## src/design/ncc_pkg.sv

```systemverilog
// ----------------------------------------------------------------------------
// ncc_pkg
// shared constants, codes and types of the nearest centroid classifier
// ----------------------------------------------------------------------------
`default_nettype none

package ncc_pkg;

  localparam int MAX_DIMS      = 8;
  localparam int MAX_CENTROIDS = 16;
  localparam int COORD_WIDTH   = 16;

  // leaves of the distance adder tree, unused leaves read as zero
  localparam int TREE_LEAVES = 8;

  localparam int DIFF_W     = COORD_WIDTH + 1;
  localparam int SQ_W       = 2 * COORD_WIDTH;
  localparam int PAIR_W     = SQ_W + 1;
  localparam int QUAD_W     = SQ_W + 2;
  localparam int DIST_W     = SQ_W + 3;
  localparam int ROW_W      = (MAX_CENTROIDS > 1) ? $clog2(MAX_CENTROIDS) : 1;
  localparam int ROWS_CNT_W = $clog2(MAX_CENTROIDS + 1);
  localparam int DIMS_CNT_W = $clog2(MAX_DIMS + 1);
  localparam int IDX_W      = 4;
  localparam int ND_W       = 4;
  localparam int NC_W       = 5;
  localparam int CFG_DATA_W = 5;
  localparam int CFG_IDX_W  = 1;

  typedef enum logic [CFG_IDX_W-1:0] {
    REG_NUM_DIMS      = 1'b0,
    REG_NUM_CENTROIDS = 1'b1
  } cfg_reg_t;

  typedef enum logic {
    FUNC_LOAD     = 1'b0,
    FUNC_CLASSIFY = 1'b1
  } func_t;

  typedef logic signed [COORD_WIDTH-1:0] coord_t;

  // travels alongside one centroid row through the lanes and the merge
  typedef struct packed {
    logic             valid;
    logic             first;
    logic             last;
    logic [ROW_W-1:0] row;
  } row_tag_t;

endpackage

`default_nettype wire

```

## src/design/ncc_lane.sv

```systemverilog
// ----------------------------------------------------------------------------
// ncc_lane
// one coordinate lane: difference, then square, two register stages
// ----------------------------------------------------------------------------
`default_nettype none

module ncc_lane
  import ncc_pkg::*;
(
  input  logic            clk,
  input  logic            active,
  input  coord_t          cent,
  input  coord_t          point,
  output logic [SQ_W-1:0] sq
);

  logic signed [DIFF_W-1:0]   diff;
  logic                       active_q;
  logic signed [2*DIFF_W-1:0] prod;

  always_ff @(posedge clk) begin
    diff     <= {cent[COORD_WIDTH-1], cent} - {point[COORD_WIDTH-1], point};
    active_q <= active;
  end

  assign prod = diff * diff;

  // squared magnitude always fits in the low bits
  always_ff @(posedge clk) begin
    sq <= active_q ? prod[SQ_W-1:0] : '0;
  end

endmodule

`default_nettype wire

```

## config.mk

```make
export PLATFORM = sky130hd
export DESIGN_NAME = ncc_lane
export DESIGN_NICKNAME = d
export VERILOG_FILES = /design/src/design/ncc_pkg.sv /design/src/design/ncc_lane.sv
export SDC_FILE = /design/constraint.sdc
export NUM_CORES = 1
export LEC_CHECK = 0
export ABC_AREA = 0
export ABC_CLOCK_PERIOD_IN_PS = 14500
export BUFFER_PORTS_ARGS = -buffer_cell sky130_fd_sc_hd__buf_2
export CAP_MARGIN = 25
export CORE_AREA = 10 10 180 182
export DETAILED_ROUTE_END_ITERATION = 16
export DIE_AREA = 0 0 190 192
export PLACE_DENSITY_LB_ADDON = 0.05
export SETUP_SLACK_MARGIN = 0.15
export SYNTH_ARGS = -nofsm -noshare
export SYNTH_HDL_FRONTEND = slang
export SYNTH_SLANG_ARGS = --single-unit
export TNS_END_PERCENT = 10
```

## constraint.sdc

```tcl
create_clock -name clk -period 14.5 [get_ports clk]
set_clock_uncertainty 0.2 [all_clocks]
set_input_delay 2.9 -clock clk [delete_from_list [all_inputs] [get_ports clk]]
set_output_delay 2.9 -clock clk [all_outputs]
set_load 0.05 [all_outputs]
```

==> flow_summary.ini, run 1 <==
[run_status]
outcome = finished, final reports clean

[clocking]
clk_path_buf_depth = 2
h-tree-depth = 2
hold_buffers = 0
cts_sinks = 49
insertion_delay_ns = 0.31
cts_resized = 0
cts_made_buffers = 5
post_cts.repair.setup_buffers = 0
path_clk_slew_ns = 0.08
cts_root_buf = clkbuf_16
tritoncts = yes

[worst_setup_path]
crit_buf_inv = 6
cp.required_ns = 14.54
r2r-end = sq[30]
cpPeakStageDelay_ns = 0.86
crit_cells = 22
cp.arrival_ns = 7.02
worstPathMaxFanout = 18
critPathKind = reg2reg
r2r_cells = 22
crit_family = adder cells
critical_path.startpoint = diff[7]
regToRegSetupSlack_ns = 7.52
cp_cell_sequence = and2_1, inv_1, fa_1, inv_1, fa_1, inv_1, fa_1, inv_1, fa_1, fa_1, inv_1, fa_1, inv_1, ha_1, a21o_1, a21o_1, a2111o_1, o21ai_2, a21oi_2, o41ai_2, o21a_1, mux2i_1
crit_path_end_kind = register
endpoint = sq[30]
reg2reg_from = diff[7]
startpoint_type = register
critPathSlowestCell = dfxtp_1

[yosys]
syn-num-nets = 1610
yosysWarnings = 0
synthSimpleGateAreaFrac = 0.111
synth_mux_area_frac = 0.00188
postSynthAreaPerCell_um2 = 9.29
synth_top_family_by_area = adder cells
yosysUniqueCellTypes = 51
synth_top_area_frac = 0.455
synth_compound_area_frac = 0.0662
synthAdderAreaFrac = 0.567
synthXorXnorAreaFrac = 0.0403
synth_top_area_cell = fa_1
yosysSeqAreaShare = 0.0867
syn-instance-count = 1218
synthTopCellsByArea = fa_1, inv_1, ha_1
synth_seq_cells = 49
syn_area_mm2 = 0.0113

[global_routing]
antenna_found_initial = 0
grt_pass1_wl_mm = 44.4
grt_pass1_vias = 8815
grt.overflow.total = 0
grt_max_degree = 32
grtUsageTotal = 0.154

[sta]
period_share = 0.481
hold_ws_ns = 0.442
relSlewSlack = 0.390
setup_tns_ns = 0
setup_viol = 0
post-route-min-period_ns = 6.98
rsz0062_at_grt = false
worst_pin_slew_ns = 0.913
drv_slew = 0
fmax_ghz = 0.143
hold_viol = 0

[drt]
drt_wl_total_mm = 25.7
firstDrtPassIters = 5
postRouteAntennaNets = 0
avgViaCountPerCell = 4.63
wire_per_inst_um = 15.6
vias = 7635
drc = 0
drt_iter0_markers = 238

[cells_and_area]
drive_above_1_share = 0.0672
stdcell_count = 1649
diodes = 0
final_common_cell = inv_1
nNetsFinal = 1656
nFillCells = 2879
layout_common_cells = inv_1, fa_1, ha_1
stdcell_area_mm2 = 0.0122
area_delta_synth_final_pct = 7.54

[floorplan]
die_h_um = 192
pin_count = 66
chipWidth_um = 190
std_cell_rows = 62
core_mm2 = 0.0286
initial_core_util = 0.395
dieArea_mm2 = 0.0365

[worst_hold_path]
hold_path.class = reg2reg

[placement]
routabilityCongestion = 0.819
dpl_cell_area_mm2 = 0.0120
dpl.cell_count = 1641
port_buffers = 64
place_hpwl_mm = 22.2

[flow_run]
cap_violations = 0
## worst reg2reg max path: cells and delay by family (launching register included)
family / cells / cell delay, ns
mux: 1 / 0.17
fa+ha+maj: 7 / 3.27
simple gates: 1 / 0.28
flops: 1 / 0.86
compound gates: 7 / 1.77
buf+inv: 6 / 0.36
## how the worst min path moves through the flow
stage / end / startpoint / depth (start not counted)
3_3_place_gp: sq[29] / active_q / 3
5_1_grt: sq[29] / active_q / 3
2_1_floorplan: sq[19] / active_q / 2
4_1_cts: sq[29] / active_q / 3
3_5_place_dp: sq[29] / active_q / 3
6_report: sq[29] / active_q / 3
## cells by family (layout without fill, tap and decap cells)
kind of cell,count (synthesis),count (layout)
xor+xnor,52,52
fa+ha+maj,358,358
simple gates,266,266
buf+inv,382,429
mux,2,2
compound gates,108,108
other cells,1,1
flops,49,49
## synth_stat cells (all sizes together)
| library cell | number |
|---|---|
| o31ai | 2 |
| a21oi | 28 |
| nor4 | 1 |
| a31oi | 5 |
| o22a | 1 |
| buf | 2 |
| clkbuf | 25 |
| a221o | 1 |
| a31o | 3 |
| a2111o | 2 |
| o211ai | 4 |
| nor3 | 17 |
| nor2 | 57 |
| o21ba | 1 |
| nand2 | 97 |
| o21ai | 19 |
| o22ai | 2 |
| and2 | 53 |
| xnor2 | 36 |
| nand3 | 6 |
| inv | 355 |
| fa | 257 |
| a21o | 12 |
| o311ai | 1 |
| nand4 | 2 |
| mux2i | 1 |
| nor3b | 2 |
| nand2b | 8 |
| a41oi | 1 |
| mux2 | 1 |
| conb | 1 |
| nor2b | 13 |
| dfxtp | 49 |
| xor2 | 16 |
| o21a | 12 |
| ha | 101 |
| o41ai | 2 |
| a211oi | 9 |
| a21bo | 1 |
| a21boi | 2 |
| or2 | 2 |
| or3 | 2 |
| and3 | 6 |
## through the flow
stage                     utilization  setup slack, ns
after floorplan                     -             8.20
final                           0.425             7.52
after global placement          0.420             7.62
after detailed placement        0.420             7.54
after CTS                       0.425             7.52
after global routing            0.425             7.17
## final cells by class
cell class                      instances  area (um^2)  area share
Clock inverter                          2         15.0     0.00123
Multi-Input combinational cell        787         8890       0.731
Timing Repair Buffer                   66          335      0.0276
Tap cell                              384          480      0.0395
Clock buffer                            6          129      0.0106
Sequential cell                        49          981      0.0806
Inverter                              355         1330       0.110
## sequential cells by signal, summed over array words and instances (netlist names)
register,count
diff,17
active_q,1
sq,31
## routing by layer
metal  global-route usage  part of all wire
met1                0.174              0.39
met2                0.305              0.56
met3               0.0161             0.032
met4               0.0302             0.014
met5                    0                 0
Power of run 1 is not shown: default switching activity piles up to over one toggle a cycle in this logic, so the estimate is an artifact.
==> inputs of run 2 (changes only) <==
--- a/config.mk
+++ b/config.mk
@@ -6,7 +6,7 @@
 export NUM_CORES = 1
 export LEC_CHECK = 0
 export ABC_AREA = 0
-export ABC_CLOCK_PERIOD_IN_PS = 14500
+export ABC_CLOCK_PERIOD_IN_PS = 6400
 export BUFFER_PORTS_ARGS = -buffer_cell sky130_fd_sc_hd__buf_2
 export CAP_MARGIN = 25
 export CORE_AREA = 10 10 180 182
==> constraint.sdc (replaced) <==
create_clock -name clk -period 6.4 [get_ports clk]
set_clock_uncertainty 0.2 [all_clocks]
set_input_delay 1.28 -clock clk [delete_from_list [all_inputs] [get_ports clk]]
set_output_delay 1.28 -clock clk [all_outputs]
set_load 0.05 [all_outputs]
==> flow_summary.ini, run 2 (synthesis gave the netlist of run 1 again) <==
[run_status]
outcome = finished, final reports clean

[worst_setup_path]
startpoint_type = register
crit_path_end_kind = register
cp_cell_sequence = clkinvlp_4, buf_4, nor2_2, fa_1, ha_1, inv_1, fa_1, fa_1, inv_1, fa_1, inv_1, fa_1, inv_2, ha_4, a21o_1, a21o_1, a2111o_1, o21ai_4, a21oi_4, o41ai_4, o21a_1, mux2i_1
cp.required_ns = 6.44
critPathKind = reg2reg
cp.arrival_ns = 6.05
cpMostUsedCell = fa_1
crit_family = adder cells
crit_buf_inv = 6
critPathSlowestCell = fa_1
worstPathMaxFanout = 5
cpPeakStageDelay_ns = 0.59

[global_routing]
grt.overflow.total = 0
grt_pass1_wl_mm = 45.6
antenna_found_initial = 0
grt_max_degree = 25
grtUsageTotal = 0.160
grt_pass1_vias = 9120

[floorplan]
std_cell_rows = 62
initial_core_util = 0.395
dieArea_mm2 = 0.0365
chipWidth_um = 190
die_h_um = 192
core_mm2 = 0.0286
pin_count = 66

[sta]
period_share = 0.938
setup_viol = 0
hold_viol = 0
post-route-min-period_ns = 6.01
rsz0062_at_grt = true
relSlewSlack = 0.468
drv_slew = 0
fmax_ghz = 0.167
worst_pin_slew_ns = 0.797
setup_tns_ns = 0

[cells_and_area]
stdcell_count = 1710
ff_latch_area_mm2 = 0.00101
area_delta_synth_final_pct = 13.9
reg_top3 = sq x31, diff x17, active_q x1
nNetsFinal = 1717
layout_common_cells = inv_1, fa_1, ha_1
regMostFlops = sq
largest_register_ffs = 31
multiInputGateArea_mm2 = 0.00905
diodes = 0
nFillCells = 2897
final_common_cell = inv_1
drive_above_1_share = 0.147

[clocking]
cts_sinks = 49
cts_root_buf = clkbuf_16
tritoncts = yes
h-tree-depth = 2
clk_path_buf_depth = 2
cts_made_buffers = 5
path_clk_slew_ns = 0.08
insertion_delay_ns = 0.32
hold_buffers = 0

[placement]
routabilityCongestion = 0.812
place_hpwl_mm = 23.5
port_buffers = 64
dpl.cell_count = 1693

[drt]
avgViaCountPerCell = 4.61
drc = 0
postRouteAntennaNets = 0
wire_per_inst_um = 15.7
drt_iter0_markers = 227
firstDrtPassIters = 6
vias = 7887
drt_wl_total_mm = 26.8

[worst_hold_path]
hold_path.class = reg2reg

[flow_run]
cap_violations = 0
run 2: cell count changes in the layout (fill, tap and decap cells not counted), sizes merged:
cell | previous run | this run
buf | 66 | 127
clkbuf | 6 | 5
clkinv | 0 | 1
clkinvlp | 2 | 3
inv | 355 | 354
run 2: layout make-up:
type,count,share of cell area
clock buffers,5,0.00971
clock inverters,3,0.00165
inverters,355,0.104
multi-input cells,787,0.702
flip-flops and latches,49,0.0788
well taps,384,0.0373
repair buffers,127,0.0662
run 2: through the flow:
step	cell area [um^2]	util	setup WS (ns)	hold slack, ns
2_1_floorplan	11300	-	0.189	0.322
3_3_place_gp	12400	0.435	0.0735	0.436
3_5_place_dp	12400	0.435	0.0521	0.435
4_1_cts	12600	0.440	0.134	0.433
5_1_grt	12900	0.450	0.121	0.463
6_report	12900	0.450	0.395	0.428
run 2: worst register-to-register path, stage by stage, from the launching register on:
cell and delay, ns:
dfxtp_4 0.37, clkinvlp_4 0.19, buf_4 0.21, nor2_2 0.12
fa_1 0.43, ha_1 0.19, inv_1 0.09, fa_1 0.41
fa_1 0.49, inv_1 0.05, fa_1 0.52, inv_1 0.05
fa_1 0.59, inv_2 0.06, ha_4 0.21, a21o_1 0.17
a21o_1 0.16, a2111o_1 0.42, o21ai_4 0.22, a21oi_4 0.10
o41ai_4 0.33, o21a_1 0.19, mux2i_1 0.16
run 2: final timing paths:
kind / slack, ns / startpoint / endpoint / depth (start not counted)
max: 0.39 / diff[10] / sq[30] / 22
min: 0.43 / active_q / sq[29] / 3
max reg2reg: 0.39 / diff[10] / sq[30] / 22
min reg2reg: 0.43 / active_q / sq[29] / 3
run 2: repair_timing:
item	CTS	global route
endpoints found under the setup margin	3	9
setup buffers	0	9
pin swaps	3	23
cloned	0	0
resized for setup	2	67
run 2: metal layers:
layer / global-route usage / part of all wire / wire length [um] / vias up
li1: - / - / - / 3794
met1: 0.173 / 0.38 / 10200 / 3994
met2: 0.323 / 0.58 / 15600 / 80
met3: 0.0161 / 0.024 / 631 / 19
met4: 0.0324 / 0.014 / 384 / 0
met5: 0 / 0 / 0 / -
Power of run 2 is left out for the same reason.
