## config.mk

```make
export PLATFORM = sky130hd
export DESIGN_NAME = ncc_merge
export DESIGN_NICKNAME = d
export VERILOG_FILES = /design/src/design/ncc_pkg.sv /design/src/design/ncc_merge.sv
export SDC_FILE = /design/constraint.sdc
export NUM_CORES = 1
export LEC_CHECK = 0
export BUFFER_PORTS_ARGS = -buffer_cell sky130_fd_sc_hd__buf_2
export CORE_ASPECT_RATIO = 1.5
export CORE_MARGIN = 3
export CORE_UTILIZATION = 54
export CTS_BUF_LIST = sky130_fd_sc_hd__clkbuf_8
export CTS_CLUSTER_DIAMETER = 60
export DETAILED_ROUTE_END_ITERATION = 16
export PLACE_DENSITY = 0.88
export SYNTH_ARGS = -nofsm -noshare
export SYNTH_HDL_FRONTEND = slang
export SYNTH_SLANG_ARGS = --single-unit
```

## constraint.sdc

```tcl
create_clock -name clk -period 5.7 [get_ports clk]
set_clock_uncertainty 0.1 [all_clocks]
set_input_delay 1.71 -clock clk [delete_from_list [all_inputs] [get_ports clk]]
set_output_delay 1.71 -clock clk [all_outputs]
set_load 0.02 [all_outputs]
```

## src/design/ncc_pkg.sv

```systemverilog
// ----------------------------------------------------------------------------
// ncc_pkg
// shared constants, codes and types of the nearest centroid classifier
// ----------------------------------------------------------------------------
`default_nettype none

package ncc_pkg;

  localparam int MAX_DIMS      = 8;
  localparam int MAX_CENTROIDS = 16;
  localparam int COORD_WIDTH   = 16;

  // leaves of the distance adder tree, unused leaves read as zero
  localparam int TREE_LEAVES = 8;

  localparam int DIFF_W     = COORD_WIDTH + 1;
  localparam int SQ_W       = 2 * COORD_WIDTH;
  localparam int PAIR_W     = SQ_W + 1;
  localparam int QUAD_W     = SQ_W + 2;
  localparam int DIST_W     = SQ_W + 3;
  localparam int ROW_W      = (MAX_CENTROIDS > 1) ? $clog2(MAX_CENTROIDS) : 1;
  localparam int ROWS_CNT_W = $clog2(MAX_CENTROIDS + 1);
  localparam int DIMS_CNT_W = $clog2(MAX_DIMS + 1);
  localparam int IDX_W      = 4;
  localparam int ND_W       = 4;
  localparam int NC_W       = 5;
  localparam int CFG_DATA_W = 5;
  localparam int CFG_IDX_W  = 1;

  typedef enum logic [CFG_IDX_W-1:0] {
    REG_NUM_DIMS      = 1'b0,
    REG_NUM_CENTROIDS = 1'b1
  } cfg_reg_t;

  typedef enum logic {
    FUNC_LOAD     = 1'b0,
    FUNC_CLASSIFY = 1'b1
  } func_t;

  typedef logic signed [COORD_WIDTH-1:0] coord_t;

  // travels alongside one centroid row through the lanes and the merge
  typedef struct packed {
    logic             valid;
    logic             first;
    logic             last;
    logic [ROW_W-1:0] row;
  } row_tag_t;

endpackage

`default_nettype wire

```

## src/design/ncc_merge.sv

```systemverilog
// ----------------------------------------------------------------------------
// ncc_merge
// sums the lane squares over a registered tree and keeps the best row
// ----------------------------------------------------------------------------
`default_nettype none

module ncc_merge
  import ncc_pkg::*;
(
  input  logic              clk,
  input  logic              rst,
  input  logic [SQ_W-1:0]   sq [MAX_DIMS],
  input  row_tag_t          tag_in,
  output logic              done,
  output logic [ROW_W-1:0]  best_row,
  output logic [DIST_W-1:0] best_dist
);

  logic [SQ_W-1:0]   leaf [TREE_LEAVES];
  logic [PAIR_W-1:0] pair [TREE_LEAVES/2];
  logic [QUAD_W-1:0] quad [TREE_LEAVES/4];
  logic [DIST_W-1:0] total;
  row_tag_t          tag_pair;
  row_tag_t          tag_quad;

  for (genvar i = 0; i < TREE_LEAVES; i++) begin : g_leaf
    if (i < MAX_DIMS) begin : g_used
      assign leaf[i] = sq[i];
    end else begin : g_pad
      assign leaf[i] = '0;
    end
  end

  always_ff @(posedge clk) begin
    for (int i = 0; i < TREE_LEAVES/2; i++) begin
      pair[i] <= PAIR_W'(leaf[2*i]) + PAIR_W'(leaf[2*i+1]);
    end
    for (int i = 0; i < TREE_LEAVES/4; i++) begin
      quad[i] <= QUAD_W'(pair[2*i]) + QUAD_W'(pair[2*i+1]);
    end
  end

  assign total = DIST_W'(quad[0]) + DIST_W'(quad[1]);

  always_ff @(posedge clk) begin
    if (rst) begin
      tag_pair <= '0;
      tag_quad <= '0;
      done     <= 1'b0;
    end else begin
      tag_pair <= tag_in;
      tag_quad <= tag_pair;
      done     <= tag_quad.valid && tag_quad.last;
    end
  end

  // strict compare keeps the lowest row on ties
  always_ff @(posedge clk) begin
    if (tag_quad.valid && (tag_quad.first || (total < best_dist))) begin
      best_dist <= total;
      best_row  <= tag_quad.row;
    end
  end

endmodule

`default_nettype wire

```

==> results.json, run 1 <==
{
  "multi_input_area_um2": 12300,
  "num_rows": 82,
  "grt_pass1_vias": 16830,
  "hold_violations": 0,
  "grt.overflow.total": 0,
  "synthTopCellsByCount": "ha_1, dfxtp_1, a21oi_1",
  "cts_hold_buf": 0,
  "fp.dieH_um": 231.6,
  "die_w_um": 156.4,
  "ios": 305,
  "placed_cell_area_um2": 20240,
  "synth_top_area_frac": 0.2350,
  "regArea_um2": 5475,
  "fmax_mhz": 202.3,
  "leakagePower_uw": 0.01028,
  "num_antenna_cells": 0,
  "ys_types": 80,
  "dieArea_um2": 36210,
  "antenna_found_initial": 0,
  "h-tree-depth": 2,
  "fin_nets": 2886,
  "ir_worst_vdd_mv": 0.2456,
  "cts_made_buffers": 38,
  "fillers": 2791,
  "cts.repair.resized": 0,
  "drtIter0Drc": 1075,
  "yosysWarnings": 0,
  "post-cts-setup-buffers": 0,
  "cap_violations": 0,
  "ctsLongestPathBuffers": 3,
  "async_reset_ff_frac": 0,
  "start_util": 0.5476,
  "root_buffer": "clkbuf_8",
  "max_stage_delay_ps": 410,
  "fin_tns_setup_ps": 0,
  "tightest_slew_ps": 675.4,
  "syn_nets": 2583,
  "worstPathRequired_ps": 5820,
  "cts_sinks": 254,
  "place_ws_ps": 840.3,
  "rsz0062_at_grt": "false",
  "total_power_uw": 11090,
  "synth_top_cell_by_area": "dfxtp_1",
  "grt_max_degree": 36,
  "first_pass_iters": 6,
  "cts_tree": "yes",
  "grt_pass1_wl_um": 78650,
  "globalplace.congestion": 0.9742,
  "synth_most_common_cell": "ha_1",
  "design.core.area_um2": 33450,
  "syn2layout_area_growth_pct": 15.02,
  "slowest_stage": "a2111oi_4",
  "avgViaCountPerCell": 5.967,
  "min_period_over_period": 0.8674,
  "setup_ws_ps": 756.1,
  "endpoint_kind": "flop",
  "synth_seq_cells": 254,
  "ys_seq_area_frac": 0.2989,
  "status": "complete, no violations",
  "worstPathCellList": "ha_1 > inv_1 > fa_1 > nor2b_1 > o31a_1 > o21bai_1 > a41oi_2 > a41o_2 > a2111oi_4 > o31ai_2 > xor2_1 > ha_1 > a21o_1 > a21o_1 > a21oi_1 > o21ai_0 > a22oi_1 > o211ai_1 > a21oi_4 > buf_12",
  "drive_above_1_share": 0.1651,
  "drc": 0,
  "wire_per_inst_um": 17.27,
  "wl_um": 48380,
  "clk_pin_slew_ps": 70,
  "insertion_delay_ps": 560,
  "stdcell_area_um2": 21070,
  "setup_viol": 0,
  "pwr_density_cell_nw_per_um2": 526.5,
  "startpoint_type": "flop",
  "synth.area.top_cells": "dfxtp_1, ha_1, a21o_1",
  "period_minus_slack_ps": 4944,
  "finalMaxSlewViolations": 0,
  "max_slew_margin": 0.5450,
  "synthFlopType": "dfxtp_1",
  "grt_use_total": 0.2617,
  "netlist_instances": 2049,
  "antenna_left": 0,
  "syn_area_um2": 18320,
  "worstPathArrival_ps": 5060,
  "synth-edff-count": 39,
  "setup.worst_path.class": "flop to flop",
  "hpwlAfterDp_um": 39420,
  "final_util": 0.6298,
  "hp-class": "flop to flop",
  "crit_fanout": 35,
  "syn_area_per_cell_um2": 8.939,
  "dr_total_vias": 16710,
  "port_buffers": 304
}
state kept, by name (all words and copies together), names as in the netlist:
name and cells:
tag_quad 7, tag_pair 7, done 1, best_row 4
quad 68, best_dist 35, pair 132
where the power goes:
part           internal [uW]  switching (uW)
combinational           2820            3820
clock                    870             727
sequential              2580             269
total                   6270            4820
logic make-up after synthesis:
kind of cell | after synthesis | synth area share
AOI/OAI and AO/OA | 717 | 0.2635
and+or+nand+nor | 472 | 0.1290
adders and majority gates | 269 | 0.1866
DFF | 254 | 0.2989
xor gates and xnor gates | 183 | 0.08751
buffers and inverters | 146 | 0.02992
muxes | 8 | 0.004441
cells in the final DEF (no fill, tap or decap), types with 35 or more instances in the layout:
cell / count
inv_1: 109
xnor2_1: 135
xor2_1: 48
ha_1: 262
nor2b_1: 36
nand3_1: 41
o21ai_0: 86
o21a_1: 36
nand4_1: 35
a21oi_1: 201
dfxtp_1: 215
nand2_1: 111
edfxtp_1: 39
buf_2: 304
nor3_1: 38
clkbuf_8: 45
nor2_1: 106
a21o_1: 165
per-layer routing:
metal  wire length, um  GRT usage
met4              2446     0.1298
met1             18670     0.2943
met2             24710     0.4811
met3              2556    0.03101
met5                 0          0
area by class of cell:
class | count | share of cell area
Tap cell | 420 | 0.02495
Sequential cell | 254 | 0.2599
Inverter | 103 | 0.01835
Timing Repair Buffer | 306 | 0.07353
Multi-Input combinational cell | 1649 | 0.5840
Clock inverter | 24 | 0.009800
Clock buffer | 45 | 0.02940
through the flow:
stage	hold WS (ps)	cells
detailed placement	289.7	2732
global route	320.4	2801
CTS	304.7	2801
floorplan	285.5	2049
finish	303.6	2801
global placement	300.4	2732
path summary, 6_finish.rpt:
path                                   from             to  slack, ps  cells after the start
worst min-delay path            tag_quad[3]    best_row[3]        300                      0
worst min register to register  tag_quad[3]    best_row[3]        300                      0
worst max-delay path             quad[0][0]  best_dist[14]        760                     20
worst max register to register   quad[0][0]  best_dist[14]        760                     20
worst max-delay path, delay by kind of cell (launching register included):
family | cells | cell delay [ps]
AO/OA/AOI/OAI | 13 | 2850
adder cells (fa/ha/maj) | 3 | 730
buffers and inverters | 2 | 330
flip-flops | 1 | 300
XOR/XNOR | 1 | 220
AND/OR/NAND/NOR | 1 | 70
Note: power is estimated with default switching activity, not from simulation.
==> run 2, diff against run 1 <==
--- a/config.mk
+++ b/config.mk
@@ -12,7 +12,9 @@
 export CTS_BUF_LIST = sky130_fd_sc_hd__clkbuf_8
 export CTS_CLUSTER_DIAMETER = 60
 export DETAILED_ROUTE_END_ITERATION = 16
+export MAX_ROUTING_LAYER = met4
 export PLACE_DENSITY = 0.88
+export SLEW_MARGIN = 20
 export SYNTH_ARGS = -nofsm -noshare
 export SYNTH_HDL_FRONTEND = slang
 export SYNTH_SLANG_ARGS = --single-unit
==> results.json, run 2 (same netlist as run 1, synthesis figures left out) <==
{
  "route.met3.wl_um": 2363,
  "setup.worst_path.class": "flop to flop",
  "layout_common_cells": "buf_2, ha_1, dfxtp_1",
  "grt_pass1_vias": 16720,
  "hp-class": "flop to flop",
  "clk_pin_slew_ps": 70,
  "antenna_found_initial": 0,
  "design.core.area_um2": 33450,
  "worstPathRequired_ps": 5810,
  "worstPathArrival_ps": 5080,
  "wl_met2_um": 25700,
  "fin_tns_setup_ps": 0,
  "rsz0062_at_grt": "false",
  "period_minus_slack_ps": 4966,
  "grt.overflow.total": 0,
  "insertion_delay_ps": 550,
  "dr_total_vias": 16770,
  "fp.dieH_um": 231.6,
  "min_period_over_period": 0.8712,
  "fmax_mhz": 201.4,
  "grt_pass1_wl_um": 78990,
  "p_sw_uw": 4834,
  "comb_power_share": 0.596,
  "wl_um": 49210,
  "swShare": 0.4319,
  "avgViaCountPerCell": 5.987,
  "ios": 305,
  "leakagePower_uw": 0.01029,
  "grt_max_degree": 36,
  "start_util": 0.5476,
  "post-cts-setup-buffers": 0,
  "finalMaxSlewViolations": 0,
  "port_buffers": 304,
  "h-tree-depth": 2,
  "cts_made_buffers": 40,
  "endpoint_kind": "flop",
  "final_common_cell": "buf_2",
  "cap_violations": 0,
  "hold_violations": 0,
  "ctsLongestPathBuffers": 3,
  "drtIter0Drc": 1031,
  "cts_hold_buf": 0,
  "pwr_density_cell_nw_per_um2": 529.9,
  "p_int_uw": 6359,
  "clkPwrFrac": 0.150,
  "top_regs": "pair (132), quad (68), best_dist (35)",
  "met1_length_um": 19220,
  "ir_worst_vdd_mv": 0.2575,
  "fin_nets": 2887,
  "die_w_um": 156.4,
  "dieArea_um2": 36210,
  "tightest_slew_ps": 1021,
  "largest_reg_flops": 132,
  "max_slew_margin": 0.3174,
  "globalplace.congestion": 1.009,
  "startpoint_type": "flop",
  "root_buffer": "clkbuf_8",
  "first_pass_iters": 5,
  "setup_viol": 0,
  "antenna_left": 0,
  "hpwlAfterDp_um": 40050,
  "cts_sinks": 254,
  "crit_fanout": 35,
  "drive_above_1_share": 0.1667,
  "p_seq_frac": 0.254,
  "total_power_uw": 11190,
  "drc": 0,
  "largest-register": "pair",
  "syn2layout_area_growth_pct": 15.32,
  "grt_use_total": 0.2705,
  "num_antenna_cells": 0,
  "highest-signal-layer": "met4",
  "status": "complete, no violations",
  "cts.repair.resized": 0,
  "wire_per_inst_um": 17.57,
  "cts_tree": "yes",
  "num_rows": 82
}
## run 2: cell count changes in the layout (fill, tap and decap cells not counted), sizes merged
cell / change
clkbuf: +10
buf: -1
bufinv: -1
inv: -5
clkinv: -3
## run 2: final cells by class
type                       count  area, um^2
clock buffer                  55       757.0
timing repair buffer         305        1541
clock inverter                15       131.4
fill                        2867       12330
sequential                   254        5475
tap                          420       525.5
inverter                     103       386.6
multi-input combinational   1649       12300
## run 2: routing by layer
metal | vias up | GRT usage
met5 | - | -
met4 | 0 | 0.1024
met3 | 139 | 0.02373
met2 | 620 | 0.5008
met1 | 7803 | 0.2973
li1 | 8207 | -
## run 2: critical path, stage by stage, from the launching register on
cell and delay [ps]:
dfxtp_1 320, ha_1 180, inv_1 60, fa_1 410, nor2b_1 170, o31a_1 220, o21bai_1 130, a41oi_2 300
a41o_2 340, o21ai_1 130, o21ai_1 220, xor2_1 230, ha_1 290, a21o_1 170, a21o_1 170, a21oi_1 180
o21ai_0 130, a22oi_1 200, o211ai_1 160, a21oi_4 240, buf_12 260
## run 2: power groups by stage
stage,Clock (uW),Sequential [uW],Combinational [uW]
finish,1680,2840,6670
detailed placement,0,2880,6520
global route,1780,2880,7380
global placement,0,2860,6290
CTS,1700,2850,6610
floorplan,0,2870,4850
## run 2: path summary, 6_finish.rpt
| kind | from | to | slack (ps) | depth (start not counted) |
|---|---|---|---|---|
| worst min register to register | tag_quad[3] | best_row[3] | 310 | 0 |
| worst max-delay path | quad[0][34] | best_dist[18] | 730 | 20 |
| worst max register to register | quad[0][34] | best_dist[18] | 730 | 20 |
| worst min-delay path | tag_quad[3] | best_row[3] | 310 | 0 |
## run 2: through the flow
stage / cells / setup slack, ps / hold slack, ps / utilization / instance area (um^2)
final: 2801 / 733.9 / 306.0 / 0.6315 / 21120
after global routing: 2801 / 365.9 / 323.7 / 0.6315 / 21120
after CTS: 2801 / 744.9 / 305.7 / 0.6315 / 21120
after detailed placement: 2731 / 858.2 / 291.9 / 0.6049 / 20230
after global placement: 2731 / 770.5 / 295.9 / 0.6049 / 20230
after floorplan: 2049 / 638.4 / 285.5 / - / 18320
==> run 3, diff against run 2 <==
--- a/config.mk
+++ b/config.mk
@@ -7,7 +7,7 @@
 export LEC_CHECK = 0
 export BUFFER_PORTS_ARGS = -buffer_cell sky130_fd_sc_hd__buf_2
 export CORE_ASPECT_RATIO = 1.5
-export CORE_MARGIN = 3
+export CORE_MARGIN = 2
 export CORE_UTILIZATION = 54
 export CTS_BUF_LIST = sky130_fd_sc_hd__clkbuf_8
 export CTS_CLUSTER_DIAMETER = 60
==> results.json, run 3 (same netlist as run 1, synthesis figures left out) <==
{
  "status": "complete, no violations",
  "worstPathArrival_ps": 5260,
  "grt_max_degree": 36,
  "cp_top_family": "compound AO/OA/AOI/OAI gates",
  "antenna_found_initial": 1,
  "h-tree-depth": 2,
  "antenna_left": 0,
  "die_w_um": 154.4,
  "slowest_stage": "buf_4",
  "globalplace.congestion": 0.9899,
  "max_slew_margin": 0.5326,
  "endpoint_kind": "flop",
  "insertion_delay_ps": 570,
  "dr_total_vias": 16570,
  "max_stage_delay_ps": 440,
  "drtIter0Drc": 844,
  "cts_made_buffers": 40,
  "cts.repair.resized": 0,
  "fin_tns_setup_ps": 0,
  "root_buffer": "clkbuf_8",
  "top_regs": "pair (132), quad (68), best_dist (35)",
  "worstPathRequired_ps": 5790,
  "final_common_cell": "buf_2",
  "ctsLongestPathBuffers": 3,
  "worstPathCellList": "ha_1 > inv_1 > fa_1 > nor2b_1 > o31a_1 > o21bai_1 > a41oi_2 > a41o_2 > a2111oi_4 > o31ai_2 > xor2_1 > ha_1 > a21o_1 > a21o_1 > a21oi_1 > o21ai_0 > a22oi_1 > o211ai_1 > a21oi_4 > buf_4",
  "port_buffers": 304,
  "grt_use_total": 0.2716,
  "hold_violations": 0,
  "cts_hold_buf": 0,
  "largest-register": "pair",
  "design.core.area_um2": 33450,
  "crit_buf_inv": 2,
  "drc": 0,
  "post-cts-setup-buffers": 0,
  "setup_viol": 0,
  "grt_pass1_vias": 16430,
  "wire_per_inst_um": 17.04,
  "clk_pin_slew_ps": 70,
  "grt.overflow.total": 0,
  "pwr_density_cell_nw_per_um2": 539.9,
  "finalMaxSlewViolations": 0,
  "tightest_slew_ps": 693.7,
  "startpoint_type": "flop",
  "min_period_over_period": 0.9073,
  "fin_nets": 2887,
  "fmax_mhz": 193.4,
  "layout_common_cells": "buf_2, ha_1, dfxtp_1",
  "drive_above_1_share": 0.1670,
  "setup.worst_path.class": "flop to flop",
  "avgViaCountPerCell": 5.913,
  "rsz0062_at_grt": "false",
  "holdWs_ps": 311.9,
  "ir_worst_vdd_mv": 0.2909,
  "syn2layout_area_growth_pct": 16.17,
  "leakagePower_uw": 0.01036,
  "crit_fanout": 35,
  "cts_tree": "yes",
  "start_util": 0.5476,
  "first_pass_iters": 5,
  "period_minus_slack_ps": 5172,
  "dieArea_um2": 35440,
  "num_rows": 82,
  "cap_violations": 0,
  "ios": 305,
  "largest_reg_flops": 132,
  "num_antenna_cells": 0,
  "hp-class": "flop to flop",
  "fp.dieH_um": 229.6,
  "grt_pass1_wl_um": 77290,
  "wl_um": 47760,
  "cts_sinks": 254,
  "hpwlAfterDp_um": 39230
}
[run 3: cell types whose count changed in the layout (fill, tap and decap cells not counted), sizes merged]
cell and delta:
clkbuf -10, bufinv +9, inv +2, clkinv +1
[run 3: path summary, 6_finish.rpt]
| kind | endpoint | slack [ps] | cells after the start | from |
|---|---|---|---|---|
| hold / removal | best_row[1] | 310 | 0 | tag_quad[1] |
| hold reg to reg | best_row[1] | 310 | 0 | tag_quad[1] |
| setup / recovery | best_dist[10] | 530 | 20 | quad[0][0] |
| setup reg to reg | best_dist[10] | 530 | 20 | quad[0][0] |
[run 3: final cells by class]
class	instances	area [um^2]
multi-input combinational	1649	12300
fill	2833	12170
sequential	254	5475
timing repair buffer	305	1529
clock buffer	45	619.3
tap	420	525.5
clock inverter	27	437.9
inverter	103	386.6
[run 3: per-stage QoR]
stage	area, um^2	std cells	worst slack (ps)	utilization	power (uW)
after floorplan	18320	2049	638.4	-	7726
after global placement	20220	2731	803.3	0.6045	9140
after detailed placement	20220	2731	679.9	0.6045	9399
after CTS	21280	2803	601.9	0.6361	11450
after global routing	21280	2803	246.1	0.6361	12380
final	21280	2803	528.4	0.6361	11490
[run 3: where the power goes]
part / internal (uW) / switching, uW / total (uW)
combinational: 2820 / 3850 / 6670
sequential: 2580 / 236 / 2810
clock: 1240 / 759 / 2000
[run 3: metal layers]
| metal | vias to the layer above | global-route usage | routed length, um |
|---|---|---|---|
| met2 | 542 | 0.4994 | 24680 |
| met5 | - | - | 0 |
| li1 | 8213 | - | - |
| met3 | 138 | 0.03065 | 2288 |
| met1 | 7680 | 0.2946 | 18820 |
| met4 | 0 | 0.1134 | 1968 |
